[src/hdl/rkgd_pkg.sv]
// Shared types, codes and reset values for the rotary knob gesture decoder.
package rkgd_pkg;

    localparam int COUNT_WIDTH_DEF = 16;
    localparam int TIME_WIDTH_DEF  = 32;

    localparam int CFG_WIDTH   = 16;
    localparam int CFG_IDX_W   = 3;
    localparam int FIELD_W     = 16;
    localparam int EXT_W       = 33;
    localparam int IN_DATA_W   = 40;
    localparam int OUT_DATA_W  = 40;
    localparam int KIND_W      = 2;
    localparam int NOW_W       = 32;

    localparam logic [KIND_W-1:0] KIND_ENC  = 2'd0;
    localparam logic [KIND_W-1:0] KIND_BTN  = 2'd1;
    localparam logic [KIND_W-1:0] KIND_POLL = 2'd2;

    localparam logic [CFG_IDX_W-1:0] CFG_ROT_DEB  = 3'd0;
    localparam logic [CFG_IDX_W-1:0] CFG_FAST_ROT = 3'd1;
    localparam logic [CFG_IDX_W-1:0] CFG_BTN_DEB  = 3'd2;
    localparam logic [CFG_IDX_W-1:0] CFG_LONG     = 3'd3;
    localparam logic [CFG_IDX_W-1:0] CFG_REVERSE  = 3'd4;

    localparam logic [CFG_WIDTH-1:0] ROT_DEB_RST  = 16'd2;
    localparam logic [CFG_WIDTH-1:0] FAST_ROT_RST = 16'd80;
    localparam logic [CFG_WIDTH-1:0] BTN_DEB_RST  = 16'd25;
    localparam logic [CFG_WIDTH-1:0] LONG_RST     = 16'd1200;

    localparam logic signed [EXT_W-1:0] OUT_MAX = 33'sd32767;
    localparam logic signed [EXT_W-1:0] OUT_MIN = -33'sd32768;

    typedef struct packed {
        logic [CFG_WIDTH-1:0] rot_deb;
        logic [CFG_WIDTH-1:0] fast_rot;
        logic [CFG_WIDTH-1:0] btn_deb;
        logic [CFG_WIDTH-1:0] long_ms;
        logic                 reverse;
    } t_cfg;

    typedef struct packed {
        logic               long_press;
        logic               click;
        logic [FIELD_W-1:0] mode_steps;
        logic               accelerated;
        logic [FIELD_W-1:0] value_steps;
    } t_result;

    function automatic logic [FIELD_W-1:0] clamp16(input logic signed [EXT_W-1:0] c);
        logic signed [EXT_W-1:0] v;
        v = c;
        if (v > OUT_MAX) begin
            v = OUT_MAX;
        end else if (v < OUT_MIN) begin
            v = OUT_MIN;
        end
        return v[FIELD_W-1:0];
    endfunction

endpackage

[src/hdl/rotary_knob_gesture_decoder.sv]
// Top level of the rotary knob gesture decoder: input register, core, result register.
// A poll request passes through the input register and then the result register, where
// its result is held until taken; encoder and button requests give no result.
// Throughput: one request per cycle; a poll stalls only while the result register
// is full and not taken. Reset (synchronous, active low) restores default
// configuration, zeroes counts and times, and leaves the button released.
module rotary_knob_gesture_decoder #(
    parameter int COUNT_WIDTH = rkgd_pkg::COUNT_WIDTH_DEF,
    parameter int TIME_WIDTH  = rkgd_pkg::TIME_WIDTH_DEF
) (
    input  logic                              i_clk,
    input  logic                              i_rst_n,
    input  logic                              i_s_axis_tvalid,
    output logic                              o_s_axis_tready,
    // [31:0] now_ms, [32] phase_a_level, [33] button_level
    input  logic [rkgd_pkg::IN_DATA_W-1:0]    i_s_axis_tdata,
    // [1:0] kind
    input  logic [rkgd_pkg::KIND_W-1:0]       i_s_axis_tuser,
    output logic                              o_m_axis_tvalid,
    input  logic                              i_m_axis_tready,
    // [15:0] value_steps, [16] accelerated, [32:17] mode_steps,
    // [33] click, [34] long_press
    output logic [rkgd_pkg::OUT_DATA_W-1:0]   o_m_axis_tdata,
    input  logic                              i_cfg_we,
    input  logic [rkgd_pkg::CFG_IDX_W-1:0]    i_cfg_index,
    input  logic [rkgd_pkg::CFG_WIDTH-1:0]    i_cfg_data
);
    import rkgd_pkg::*;

    localparam int RES_W = $bits(t_result);

    t_cfg                  cfg;
    t_result               result;

    logic                  r_in_valid;
    logic [KIND_W-1:0]     r_kind;
    logic [TIME_WIDTH-1:0] r_now;
    logic                  r_phase_a;
    logic                  r_button;

    logic                  r_out_valid;
    t_result               r_out;

    logic                  out_free;
    logic                  fire;
    logic                  s_ready;

    assign out_free = !r_out_valid || i_m_axis_tready;
    assign fire     = r_in_valid && (out_free || (r_kind != KIND_POLL));
    assign s_ready  = !r_in_valid || fire;

    always_ff @(posedge i_clk) begin
        if (!i_rst_n) begin
            r_in_valid <= 1'b0;
        end else if (s_ready) begin
            r_in_valid <= i_s_axis_tvalid;
        end
    end

    always_ff @(posedge i_clk) begin
        if (s_ready && i_s_axis_tvalid) begin
            r_kind    <= i_s_axis_tuser;
            r_now     <= i_s_axis_tdata[TIME_WIDTH-1:0];
            r_phase_a <= i_s_axis_tdata[NOW_W];
            r_button  <= i_s_axis_tdata[NOW_W+1];
        end
    end

    rkgd_cfg u_cfg (
        .i_clk       (i_clk),
        .i_rst_n     (i_rst_n),
        .i_cfg_we    (i_cfg_we),
        .i_cfg_index (i_cfg_index),
        .i_cfg_data  (i_cfg_data),
        .o_cfg       (cfg)
    );

    rkgd_core #(
        .COUNT_WIDTH (COUNT_WIDTH),
        .TIME_WIDTH  (TIME_WIDTH)
    ) u_core (
        .i_clk     (i_clk),
        .i_rst_n   (i_rst_n),
        .i_fire    (fire),
        .i_kind    (r_kind),
        .i_now     (r_now),
        .i_phase_a (r_phase_a),
        .i_button  (r_button),
        .i_cfg     (cfg),
        .o_result  (result)
    );

    always_ff @(posedge i_clk) begin
        if (!i_rst_n) begin
            r_out_valid <= 1'b0;
        end else if (out_free) begin
            r_out_valid <= fire && (r_kind == KIND_POLL);
        end
    end

    always_ff @(posedge i_clk) begin
        if (out_free && fire && (r_kind == KIND_POLL)) begin
            r_out <= result;
        end
    end

    assign o_s_axis_tready = s_ready;
    assign o_m_axis_tvalid = r_out_valid;
    assign o_m_axis_tdata  = {{(OUT_DATA_W-RES_W){1'b0}}, r_out};

endmodule

[src/hdl/rkgd_cfg.sv]
// Configuration register file for the knob decoder.
module rkgd_cfg (
    input  logic                            i_clk,
    input  logic                            i_rst_n,
    input  logic                            i_cfg_we,
    input  logic [rkgd_pkg::CFG_IDX_W-1:0]  i_cfg_index,
    input  logic [rkgd_pkg::CFG_WIDTH-1:0]  i_cfg_data,
    output rkgd_pkg::t_cfg                  o_cfg
);
    import rkgd_pkg::*;

    t_cfg r_cfg;

    always_ff @(posedge i_clk) begin
        if (!i_rst_n) begin
            r_cfg.rot_deb  <= ROT_DEB_RST;
            r_cfg.fast_rot <= FAST_ROT_RST;
            r_cfg.btn_deb  <= BTN_DEB_RST;
            r_cfg.long_ms  <= LONG_RST;
            r_cfg.reverse  <= 1'b0;
        end else if (i_cfg_we) begin
            case (i_cfg_index)
                CFG_ROT_DEB:  r_cfg.rot_deb  <= i_cfg_data;
                CFG_FAST_ROT: r_cfg.fast_rot <= i_cfg_data;
                CFG_BTN_DEB:  r_cfg.btn_deb  <= i_cfg_data;
                CFG_LONG:     r_cfg.long_ms  <= i_cfg_data;
                CFG_REVERSE:  r_cfg.reverse  <= i_cfg_data[0];
                default: ;
            endcase
        end
    end

    assign o_cfg = r_cfg;

endmodule

[src/hdl/rkgd_core.sv]
// Gesture state: debounce, detent counters, press tracking and poll result.
module rkgd_core #(
    parameter int COUNT_WIDTH = rkgd_pkg::COUNT_WIDTH_DEF,
    parameter int TIME_WIDTH  = rkgd_pkg::TIME_WIDTH_DEF
) (
    input  logic                         i_clk,
    input  logic                         i_rst_n,
    input  logic                         i_fire,
    input  logic [rkgd_pkg::KIND_W-1:0]  i_kind,
    input  logic [TIME_WIDTH-1:0]        i_now,
    input  logic                         i_phase_a,
    input  logic                         i_button,
    input  rkgd_pkg::t_cfg               i_cfg,
    output rkgd_pkg::t_result            o_result
);
    import rkgd_pkg::*;

    localparam logic signed [COUNT_WIDTH-1:0] CNT_MAX = {1'b0, {(COUNT_WIDTH-1){1'b1}}};
    localparam logic signed [COUNT_WIDTH-1:0] CNT_MIN = {1'b1, {(COUNT_WIDTH-1){1'b0}}};

    logic [TIME_WIDTH-1:0]         r_last_rot, n_last_rot;
    logic [TIME_WIDTH-1:0]         r_last_btn, n_last_btn;
    logic [TIME_WIDTH-1:0]         r_press_start, n_press_start;
    logic                          r_held, n_held;
    logic                          r_turned, n_turned;
    logic                          r_long_rep, n_long_rep;
    logic signed [COUNT_WIDTH-1:0] r_value, n_value;
    logic signed [COUNT_WIDTH-1:0] r_mode, n_mode;
    logic                          r_accel, n_accel;
    logic                          r_short, n_short;

    logic [TIME_WIDTH-1:0]         gap_rot;
    logic [TIME_WIDTH-1:0]         gap_btn;
    logic [TIME_WIDTH-1:0]         gap_hold;
    logic                          dir_up;
    logic                          long_now;
    logic signed [EXT_W-1:0]       value_ext;
    logic signed [EXT_W-1:0]       mode_ext;
    logic signed [COUNT_WIDTH-1:0] value_step;
    logic signed [COUNT_WIDTH-1:0] mode_step;

    assign gap_rot  = i_now - r_last_rot;
    assign gap_btn  = i_now - r_last_btn;
    assign gap_hold = i_now - r_press_start;
    assign dir_up   = ~i_phase_a ^ i_cfg.reverse;
    assign long_now = r_held && !r_turned && !r_long_rep
                      && (gap_hold >= TIME_WIDTH'(i_cfg.long_ms));

    always_comb begin
        if (dir_up) begin
            value_step = (r_value == CNT_MAX) ? r_value : r_value + COUNT_WIDTH'(1);
            mode_step  = (r_mode == CNT_MAX) ? r_mode : r_mode + COUNT_WIDTH'(1);
        end else begin
            value_step = (r_value == CNT_MIN) ? r_value : r_value - COUNT_WIDTH'(1);
            mode_step  = (r_mode == CNT_MIN) ? r_mode : r_mode - COUNT_WIDTH'(1);
        end
    end

    always_comb begin
        n_last_rot    = r_last_rot;
        n_last_btn    = r_last_btn;
        n_press_start = r_press_start;
        n_held        = r_held;
        n_turned      = r_turned;
        n_long_rep    = r_long_rep;
        n_value       = r_value;
        n_mode        = r_mode;
        n_accel       = r_accel;
        n_short       = r_short;
        case (i_kind)
            KIND_ENC: begin
                if (gap_rot >= TIME_WIDTH'(i_cfg.rot_deb)) begin
                    n_last_rot = i_now;
                    if (gap_rot < TIME_WIDTH'(i_cfg.fast_rot)) begin
                        n_accel = 1'b1;
                    end
                    if (r_held) begin
                        n_mode   = mode_step;
                        n_turned = 1'b1;
                    end else begin
                        n_value = value_step;
                    end
                end
            end
            KIND_BTN: begin
                if (gap_btn >= TIME_WIDTH'(i_cfg.btn_deb)) begin
                    n_last_btn = i_now;
                    if (!i_button && !r_held) begin
                        n_held        = 1'b1;
                        n_turned      = 1'b0;
                        n_long_rep    = 1'b0;
                        n_press_start = i_now;
                    end else if (i_button && r_held) begin
                        n_held = 1'b0;
                        if (!r_long_rep && !r_turned) begin
                            n_short = 1'b1;
                        end
                    end
                end
            end
            KIND_POLL: begin
                n_value    = '0;
                n_mode     = '0;
                n_accel    = 1'b0;
                n_short    = 1'b0;
                n_long_rep = r_long_rep | long_now;
            end
            default: ;
        endcase
    end

    always_ff @(posedge i_clk) begin
        if (!i_rst_n) begin
            r_last_rot    <= '0;
            r_last_btn    <= '0;
            r_press_start <= '0;
            r_held        <= 1'b0;
            r_turned      <= 1'b0;
            r_long_rep    <= 1'b0;
            r_value       <= '0;
            r_mode        <= '0;
            r_accel       <= 1'b0;
            r_short       <= 1'b0;
        end else if (i_fire) begin
            r_last_rot    <= n_last_rot;
            r_last_btn    <= n_last_btn;
            r_press_start <= n_press_start;
            r_held        <= n_held;
            r_turned      <= n_turned;
            r_long_rep    <= n_long_rep;
            r_value       <= n_value;
            r_mode        <= n_mode;
            r_accel       <= n_accel;
            r_short       <= n_short;
        end
    end

    assign value_ext = EXT_W'(r_value);
    assign mode_ext  = EXT_W'(r_mode);

    always_comb begin
        o_result.value_steps = clamp16(value_ext);
        o_result.accelerated = r_accel;
        o_result.mode_steps  = clamp16(mode_ext);
        o_result.click       = r_short;
        o_result.long_press  = long_now;
    end

endmodule

[config.mk]
export PLATFORM = sky130hd
export DESIGN_NAME = rotary_knob_gesture_decoder
export DESIGN_NICKNAME = d
export VERILOG_FILES = /design/src/hdl/rkgd_pkg.sv /design/src/hdl/rotary_knob_gesture_decoder.sv /design/src/hdl/rkgd_cfg.sv /design/src/hdl/rkgd_core.sv
export SDC_FILE = /design/constraint.sdc
export NUM_CORES = 1
export LEC_CHECK = 0
export ABC_AREA = 1
export ABC_CLOCK_PERIOD_IN_PS = 4500
export BUFFER_PORTS_ARGS = -buffer_cell sky130_fd_sc_hd__buf_4
export CAP_MARGIN = 20
export CELL_PAD_IN_SITES_DETAIL_PLACEMENT = 1
export CELL_PAD_IN_SITES_GLOBAL_PLACEMENT = 1
export CORE_MARGIN = 4
export CORE_UTILIZATION = 40
export DETAILED_ROUTE_END_ITERATION = 10
export PLACE_DENSITY = 0.76
export SKIP_CTS_REPAIR_TIMING = 1
export SLEW_MARGIN = 0
export SYNTH_ARGS = -nofsm -noshare
export SYNTH_HDL_FRONTEND = slang
export SYNTH_SLANG_ARGS = --single-unit
[constraint.sdc]
create_clock -name i_clk -period 4.5 [get_ports i_clk]
set_input_delay 0.225 -clock i_clk [delete_from_list [all_inputs] [get_ports i_clk]]
set_output_delay 0.225 -clock i_clk [all_outputs]
set_load 0.03 [all_outputs]
# --- Word-level counts from Yosys, hierarchy flattened ---
# Cells that the tools add are included.
totals:
  ff_bits: 271
  mem_bits_ro: 0
  inputBits: 66
  n_memories: 0
  mem_bits_rw: 0
  out_inout_bits: 42
  latch_bits: 0
op_classes:
  n_bitwise: 3
  n_lt_le_gt_ge: 8
  add_sub_neg: 7
  mux: 30
  div_mod_pow: 0
  multipliers: 0
  reduce_logical: 41
  shifts: 0
  eq_ne: 24
op_table:
  columns: ["operator", "n"]
  rows:
  - ["$mux 16", 12]
  - ["$ge 32x16->1", 3]
  - ["$sub 32x32->32", 3]
  - ["$eq 16x16->1 const B", 4]
  - ["$pmux 16 s2", 2]
  - ["$add 16x2->16 const B", 2]
  - ["$gt 16x16->1 const B", 2]
  - ["$lt 16x16->1 const B", 2]
  - ["$lt 32x16->1", 1]
  - ["$sub 16x2->16 const B", 2]
  - ["$reduce_and 6->1", 4]
  - ["$reduce_and 4->1", 4]
  - ["$ne 2x1->1 const B", 7]
  - ["$mux 1", 12]
  - ["$logic_and 1x1->1", 11]
  - ["$reduce_and 2->1", 5]
  - ["$pmux 1 s2", 4]
  - ["$reduce_bool 2->1", 4]
  - ["$eq 3x2->1 const B", 2]
  - ["$logic_not 1->1", 6]
  - ["$ne 2x2->1 const B", 3]
  - ["$ne 3x2->1 const B", 2]
  - ["$ne 3x3->1 const B", 2]
  - ["$reduce_and 3->1", 2]
  - ["10 further kinds", 12]

# --- Logic depth before layout (Yosys ltp) ---
# Gate-level depths: netlist of the first run.
depth:
  ltp_word: 7
  ltp_mapped: 27
  mapped_depth_nobuf: 26

# --- Hierarchy ---
# Synthesis of the first run repeated with hierarchy kept, for this count alone.
hier_totals:
  cells_unflattened: 3110
  area_unflattened_um2: 20452.1
by_module_without_submodules:
  columns: ["mod", "seq_area_each_um2", "n_inst", "area_each_um2", "cells_per_inst"]
  rows:
  - ["rkgd_core", 2662.6, 1, 15447.3, 2639]
  - ["rkgd_cfg", 1301.2, 1, 2706.3, 376]
  - ["rotary_knob_gesture_decoder", 2172.1, 1, 2298.5, 95]

# --- Least setup slack after synthesis of the first run ---
# OpenSTA, ideal clock, no wires.
synth_timing:
  kind: "register -> register"
  startpoint: "register r_phase_a"
  endpoint: "register u_core.r_value[12]"
  stages_incl_launch_ff: 13
  period_less_slack_ps: 3693
  arrival_ps: 3584
  setup_slack_ps: 807
  n_path_buf: 0
  path_cell_list: "edfxtp_1 -> xor2_1 -> ha_1 -> a21oi_1 -> a21oi_1 -> nor2_1 -> o21ai_0 -> a21boi_0 -> o21ai_0 -> o21ai_0 -> nand4_1 -> nand2_1 -> nor2_1"
synth_between:
  elab_chain_len: 6
synth_rtl:
  columns: ["element", "line_no", "text"]
  rows:
  - ["start, declared", "rotary_knob_gesture_decoder.sv:38", "logic r_phase_a;"]
  - ["start signal, assigned", "rotary_knob_gesture_decoder.sv:64", "r_phase_a <= i_s_axis_tdata[NOW_W];"]
  - ["$not 1->1 *", "rkgd_core.sv:45", "assign dir_up = ~i_phase_a ^ i_cfg.reverse;"]
  - ["$xor 1x1->1 *", "rkgd_core.sv:45", null]
  - ["$mux 16", "rkgd_core.sv:50", "if (dir_up) begin"]
  - ["$mux 16", "rkgd_core.sv:77", "if (r_held) begin"]
  - ["$mux 16", "rkgd_core.sv:72", "if (gap_rot >= TIME_WIDTH'(i_cfg.rot_deb)) begin"]
  - ["$pmux 16 s2", "rkgd_core.sv:70", "case (i_kind)"]
  - ["end signal, assigned", "rkgd_core.sv:131", "r_value <= n_value;"]
  - ["end, declared", "rkgd_core.sv:27", "logic signed [COUNT_WIDTH-1:0] r_value, n_value;"]
# Every way passes the cells marked *; elsewhere a longest branch is shown, timed or not. The select of a mux whose other input is x is not followed.
# A chain may end at the register's enable or synchronous reset.

# --- Final worst setup path of the first run ---
layout_timing:
  startpoint: "register r_now[2]"
  endpoint: "register u_core.r_last_btn[30]"
layout_between:
  elab_chain_len: 3
layout_rtl:
  columns: ["element", "line_no", "text"]
  rows:
  - ["start, declared", "rotary_knob_gesture_decoder.sv:37", "logic [TIME_WIDTH-1:0] r_now;"]
  - ["start signal, assigned", "rotary_knob_gesture_decoder.sv:63", "r_now <= i_s_axis_tdata[TIME_WIDTH-1:0];"]
  - ["$sub 32x32->32", "rkgd_core.sv:43", "assign gap_btn = i_now - r_last_btn;"]
  - ["$ge 32x16->1", "rkgd_core.sv:86", "if (gap_btn >= TIME_WIDTH'(i_cfg.btn_deb)) begin"]
  - ["$reduce_and 3->1 (no source line)", null, null]
  - ["end signal, assigned", "rkgd_core.sv:126", "r_last_btn <= n_last_btn;"]
  - ["end, declared", "rkgd_core.sv:22", "logic [TIME_WIDTH-1:0] r_last_btn, n_last_btn;"]
# Every way passes these cells.

==> impl_metrics.tcl, run 1 <==
set metrics [dict create \
    die_h_um 233 \
    start_kind "register" \
    ant_nets 0 \
    area_growth_pct 14.9 \
    fin_crit_sh 0.941 \
    tightest_slew_ns 0.979 \
    grt_pass1_vias 20200 \
    critPathKind "reg2reg" \
    ctsHtreeMaxLevel 2 \
    clockBufferDepth 3 \
    yosysSeqAreaShare 0.303 \
    setup_tns_ns 0 \
    synthTopCellsByCount "800 x nand2_1, 534 x inv_1, 259 x a21oi_1" \
    io_pins 108 \
    p_per_area_mw_per_mm2 312 \
    maxSlewViolCount 0 \
    fmax_mhz 236 \
    post_drt_wl_per_cell_um 17.7 \
    arrival_ns 4.67 \
    worstRegToRegCells 23 \
    critPathCaptureType "register" \
    synth_top_cells_by_area "dfxtp_1 20%, nand2_1 15%, ha_1 11%" \
    netlist_area_mm2 0.0202 \
    leakage_nw 11.2 \
    postSynthCellCount 3031 \
    setup_slack_ns 0.264 \
    synthArstFlopShare 0 \
    vias 19700 \
    cts_tree "done" \
    io_buffers 96 \
    avgSynthCellArea_um2 6.68 \
    cts_root_buf "clkbuf_16" \
    rsz0062_at_grt "false" \
    drive_above_1_share 0.0975 \
    diodes 0 \
    wl_um 68000 \
    clock_sinks 271 \
    floorplan.initialDensity 0.404 \
    hold_ws_ns 0.00631 \
    ys_ff_latch 271 \
    synth_warnings 0 \
    clkTransAtPathRegs_ns 0.06 \
    grt-ovfl-total 0 \
    firstDrtPassIters 5 \
    clk_latency_ns 0.58 \
    fp-row-count 82 \
    gp_congestion 0.915 \
    status "complete, no violations" \
    irDropWorstVdd_v 0.000280 \
    fin_worst_skew_ns 0.0300 \
    pre_cts_ws_ns 0.250 \
    hold_viol 0 \
    core_mm2 0.0501 \
    drc 0 \
    track_usage 0.243 \
    grt_max_degree 80 \
    synth_edf_count 71 \
    die-area_mm2 0.0543 \
    synth_top_flop_cell "dfxtp_1" \
    nets 3408 \
    synth_most_common_cell "nand2_1" \
    synth_area_leader_cell "dfxtp_1" \
    hold_path_depth 4 \
    finalSetupViolations 0 \
    critPathMaxFanout 21 \
    required_ns 4.93 \
    slew_headroom 0.347 \
    drt_iter0_drc 898 \
    die_w_um 233 \
    dpl.hpwl_um 53200 \
    drv_cap 0 \
    grt_pass1_wl_um 106000 \
    synth_top_area_frac 0.198 \
    total_power_mw 7.26 \
    hp-class "in2reg" \
    avgViaCountPerCell 5.11 \
    yosysUniqueCellTypes 52 \
    antenna_found_initial 0 \
    min_period_ns 4.24 \
    cts_buffers 35 \
]
-- state kept, by name, summed over array words and instances (netlist names) --
name                  count
u_core.r_long_rep         1
r_in_valid                1
u_core.r_accel            1
o_m_axis_tdata           35
r_phase_a                 1
u_core.r_held             1
u_cfg.o_cfg              65
u_core.r_last_rot        32
u_core.r_last_btn        32
u_core.r_turned           1
r_kind                    2
o_m_axis_tvalid           1
r_button                  1
u_core.r_short            1
r_now                    32
u_core.r_mode            16
u_core.r_value           16
u_core.r_press_start     32
-- kinds of logic (layout without fill, tap and decap cells) --
kind of cell    Yosys count  after routing  share of synthesized area
compound gates          544            544                      0.148
xor+xnor                 50             50                     0.0216
fa+ha+maj               191            191                      0.120
buf+inv                 675            818                      0.133
flops                   271            271                      0.303
other cells               1              5                   0.000185
simple gates           1299           1299                      0.274
-- per-layer routing --
metal | global-route usage | wire length (um)
met4 | 0.0764 | 2280
met2 | 0.443 | 33500
met1 | 0.299 | 30100
met5 | 0 | 0
met3 | 0.0291 | 2080
-- cell type report --
type                            count  area, um2
Sequential cell                   271       6140
Tap cell                          672        841
Timing Repair Buffer              181       1540
Multi-Input combinational cell   2089      11500
Inverter                          573       2150
Fill cell                        6590      26800
Clock buffer                       48        985
Clock inverter                     16        136
-- worst paths after layout --
kind | end | from | slack, ns
worst max register to register | u_core.r_last_btn[30] | r_now[2] | 0.26
worst min register to register | o_m_axis_tdata[16] | u_core.r_accel | 0.43
worst min-delay path | u_cfg.o_cfg[0] | i_cfg_index[1] | 0.006
worst max-delay path | u_core.r_last_btn[30] | r_now[2] | 0.26
-- worst max-delay path, stage by stage, from the launching register on --
cell and delay (ns):
edfxtp_1 0.55, ha_2 0.46, nand2_1 0.07, nor2_1 0.15, nand2_1 0.07, nand3_1 0.11
nand2_1 0.10, nand2_1 0.13, xor2_1 0.18, ha_1 0.27, a21oi_1 0.20, nor2_1 0.06
a211oi_1 0.23, nand2_1 0.10, nor2_1 0.13, nand2_1 0.08, nor2_1 0.11, nand2_1 0.16
a21oi_2 0.24, nand2_4 0.11, nand3_4 0.13, buf_4 0.17, clkbuf_16 0.19, a21oi_1 0.09
-- metrics by stage --
stage	utilization	cells	cell area, um2
2_1_floorplan	-	3035	20300
3_3_place_gp	0.431	3734	21600
3_5_place_dp	0.431	3734	21600
4_1_cts	0.454	3798	22700
5_1_grt	0.464	3850	23300
6_report	0.464	3850	23300
-- cell usage in the layout, fill, tap and decap left out, types with 6 or more instances in the layout --
cell | Yosys | routed
o21ai_1 | 45 | 45
o22ai_1 | 17 | 17
xor2_1 | 46 | 45
a21oi_1 | 259 | 257
edfxtp_1 | 71 | 71
a21oi_2 | 30 | 31
dlygate4sd3_1 | 0 | 46
nor3_1 | 26 | 26
a21o_1 | 7 | 7
buf_4 | 10 | 130
o21ai_0 | 149 | 149
clkbuf_16 | 0 | 36
inv_1 | 534 | 533
nor4_1 | 10 | 10
nand3_1 | 112 | 112
inv_2 | 19 | 20
nand3b_1 | 11 | 11
nand2_1 | 800 | 800
nor2_2 | 12 | 14
clkbuf_8 | 0 | 6
clkbuf_1 | 67 | 7
clkinv_2 | 0 | 6
nand2_2 | 30 | 30
ha_1 | 186 | 185
clkinv_1 | 20 | 22
o21bai_1 | 13 | 13
dfxtp_1 | 200 | 200
a211oi_1 | 6 | 6
nor2_1 | 206 | 204
nand4_1 | 68 | 68
-- report_power, final --
| group | leakage, nW | total [mW] | internal, mW | switching, mW |
|---|---|---|---|---|
| clock network | 0.554 | 2.75 | 1.56 | 1.19 |
| registers | 2.31 | 2.67 | 2.60 | 0.0785 |
| logic | 8.32 | 1.83 | 0.650 | 1.18 |
Note: power is estimated with default switching activity, not from simulation.
==> run 2: changes to the inputs <==
--- a/config.mk
+++ b/config.mk
@@ -14,6 +14,7 @@
 export CORE_MARGIN = 4
 export CORE_UTILIZATION = 40
 export DETAILED_ROUTE_END_ITERATION = 10
+export MAX_ROUTING_LAYER = met4
 export PLACE_DENSITY = 0.76
 export SKIP_CTS_REPAIR_TIMING = 1
 export SLEW_MARGIN = 0
==> run 2 against run 1 <==
  * Worst setup slack better by 0.057 ns
  * Sequential power about the same
  * Largest cell class unchanged
  * Critical path type unchanged
  * Flip-flop and latch count unchanged
  * Hold slack about the same
==> impl_metrics.tcl, run 2 (synthesis gave the netlist of run 1 again) <==
set metrics [dict create \
    io_buffers 96 \
    fmax_mhz 239 \
    fin_cells 3830 \
    die_w_um 233 \
    place_area_mm2 0.0215 \
    grt_use_met1 0.299 \
    finalSetupViolations 0 \
    largest_reg_flops 65 \
    irDropWorstVdd_v 0.000264 \
    cpMostUsedCell "nand2_1" \
    fp-row-count 82 \
    gr-usage-met3 0.0249 \
    cts_tree "done" \
    setup_tns_ns 0 \
    clock_sinks 271 \
    ant_nets 0 \
    hold_viol 0 \
    p_int_mw 4.81 \
    use_met2 0.438 \
    layout_commonest_cell "nand2_1" \
    p_switching_mw 2.37 \
    tightest_slew_ns 1.01 \
    drive_above_1_share 0.0928 \
    clockPowerShare 0.376 \
    seqCellArea_mm2 0.00614 \
    ctsHtreeMaxLevel 2 \
    setup_slack_ns 0.321 \
    final_core_util 0.461 \
    core_mm2 0.0501 \
    multi_input_area_mm2 0.0115 \
    seqPwrFrac 0.373 \
    pwr-share-comb 0.252 \
    min_period_ns 4.18 \
    die_h_um 233 \
    vias 19600 \
    switching_share 0.330 \
    stdcell_area_mm2 0.0231 \
    slew_headroom 0.328 \
    io_pins 108 \
    maxSlewViolCount 0 \
    crit_chain "inv_1, ha_1, fa_1, inv_1, nand2_1, nand3_1, nand2_1, nand2_1, xor2_1, ha_1, nand2_1, nor2_1, a211oi_1, nand2_1, nor2_1, nand2_1, nor2_1, nand2_1, a21oi_4, nand2_4, nand3_4, buf_6, o21ai_0, a21oi_1" \
    die-area_mm2 0.0543 \
    diodes 0 \
    grt-ovfl-total 0 \
    p_per_area_mw_per_mm2 311 \
    fin_worst_skew_ns 0.0265 \
    leakage_nw 11.1 \
    fin_crit_sh 0.929 \
    drc 0 \
    cts_buffers 34 \
    arrival_ns 4.64 \
    grt_max_degree 127 \
    status "complete, no violations" \
    nets 3390 \
    firstDrtPassIters 7 \
    worst_path_max_delay_cell "fa_1" \
    critPathKind "reg2reg" \
    antenna_found_initial 0 \
    required_ns 4.96 \
    drt_iter0_drc 851 \
    hp-class "in2reg" \
    wl_um 66700 \
    clockBufferDepth 3 \
    grt_pass1_vias 20200 \
    cts_root_buf "clkbuf_16" \
    post_drt_wl_per_cell_um 17.4 \
    total_power_mw 7.18 \
    rsz0062_at_grt "false" \
    track_usage 0.249 \
    pre_cts_ws_ns 0.217 \
    floorplan.initialDensity 0.404 \
    clk_latency_ns 0.55 \
    grt_pass1_wl_um 105000 \
    dpl.hpwl_um 53300 \
    layout_common_cells "800 x nand2_1, 533 x inv_1, 257 x a21oi_1, 205 x nor2_1, 200 x dfxtp_1" \
    area_growth_pct 14.0 \
    grt.busiest_layer "met2" \
    critPathMaxFanout 25 \
    critPathCaptureType "register" \
    clkTransAtPathRegs_ns 0.06 \
    hold_ws_ns 0.00607 \
    drv_cap 0 \
    avgViaCountPerCell 5.11 \
    dp_cells 3726 \
    start_kind "register" \
    gp_congestion 0.913 \
    critPathMaxStageDelay_ns 0.40 \
    n_fill_cell 6664 \
]
[run 2: cell count changes in the layout (fill, tap and decap cells not counted), sizes merged]
cell	change
clkbuf	-9
inv	-1
dlygate4sd3	-4
clkinvlp	+4
bufinv	+2
buf	-12
[run 2: layout make-up]
class | instances | share of cell area
sequential | 271 | 0.266
inverter | 573 | 0.0932
clock inverter | 21 | 0.00738
timing repair buffer | 164 | 0.0603
tap | 672 | 0.0364
clock buffer | 40 | 0.0396
multi-input combinational | 2089 | 0.497
[run 2: worst paths after layout]
kind / cells past startpoint / start / slack, ns / endpoint
min reg2reg: 0 / u_core.r_accel / 0.45 / o_m_axis_tdata[16]
max: 24 / r_now[0] / 0.32 / u_core.r_press_start[29]
max reg2reg: 24 / r_now[0] / 0.32 / u_core.r_press_start[29]
min: 3 / i_cfg_we / 0.006 / u_cfg.o_cfg[0]
[run 2: worst max-delay path, delay by kind of cell, from the launching register on]
family | cells | cell delay (ns)
AND/OR/NAND/NOR | 13 | 1.36
adder cells (fa/ha/maj) | 3 | 0.91
AO/OA/AOI/OAI | 4 | 0.75
buffers and inverters | 3 | 0.50
flip-flops | 1 | 0.37
XOR/XNOR | 1 | 0.18
[run 2: power by group through the flow]
stage                     combinational, mW  sequential [mW]  clock, mW
after detailed placement               1.76             2.73          0
after floorplan                        1.25             2.70          0
after CTS                              1.77             2.68       2.77
final                                  1.81             2.68       2.70
after global placement                 1.68             2.73          0
after global routing                   2.07             2.69       2.86
[run 2: metal layers]
| metal | wire, um | share of wire |
|---|---|---|
| met1 | 29800 | 0.45 |
| met2 | 33200 | 0.50 |
| met3 | 1890 | 0.028 |
| met4 | 1850 | 0.028 |
| met5 | 0 | 0 |
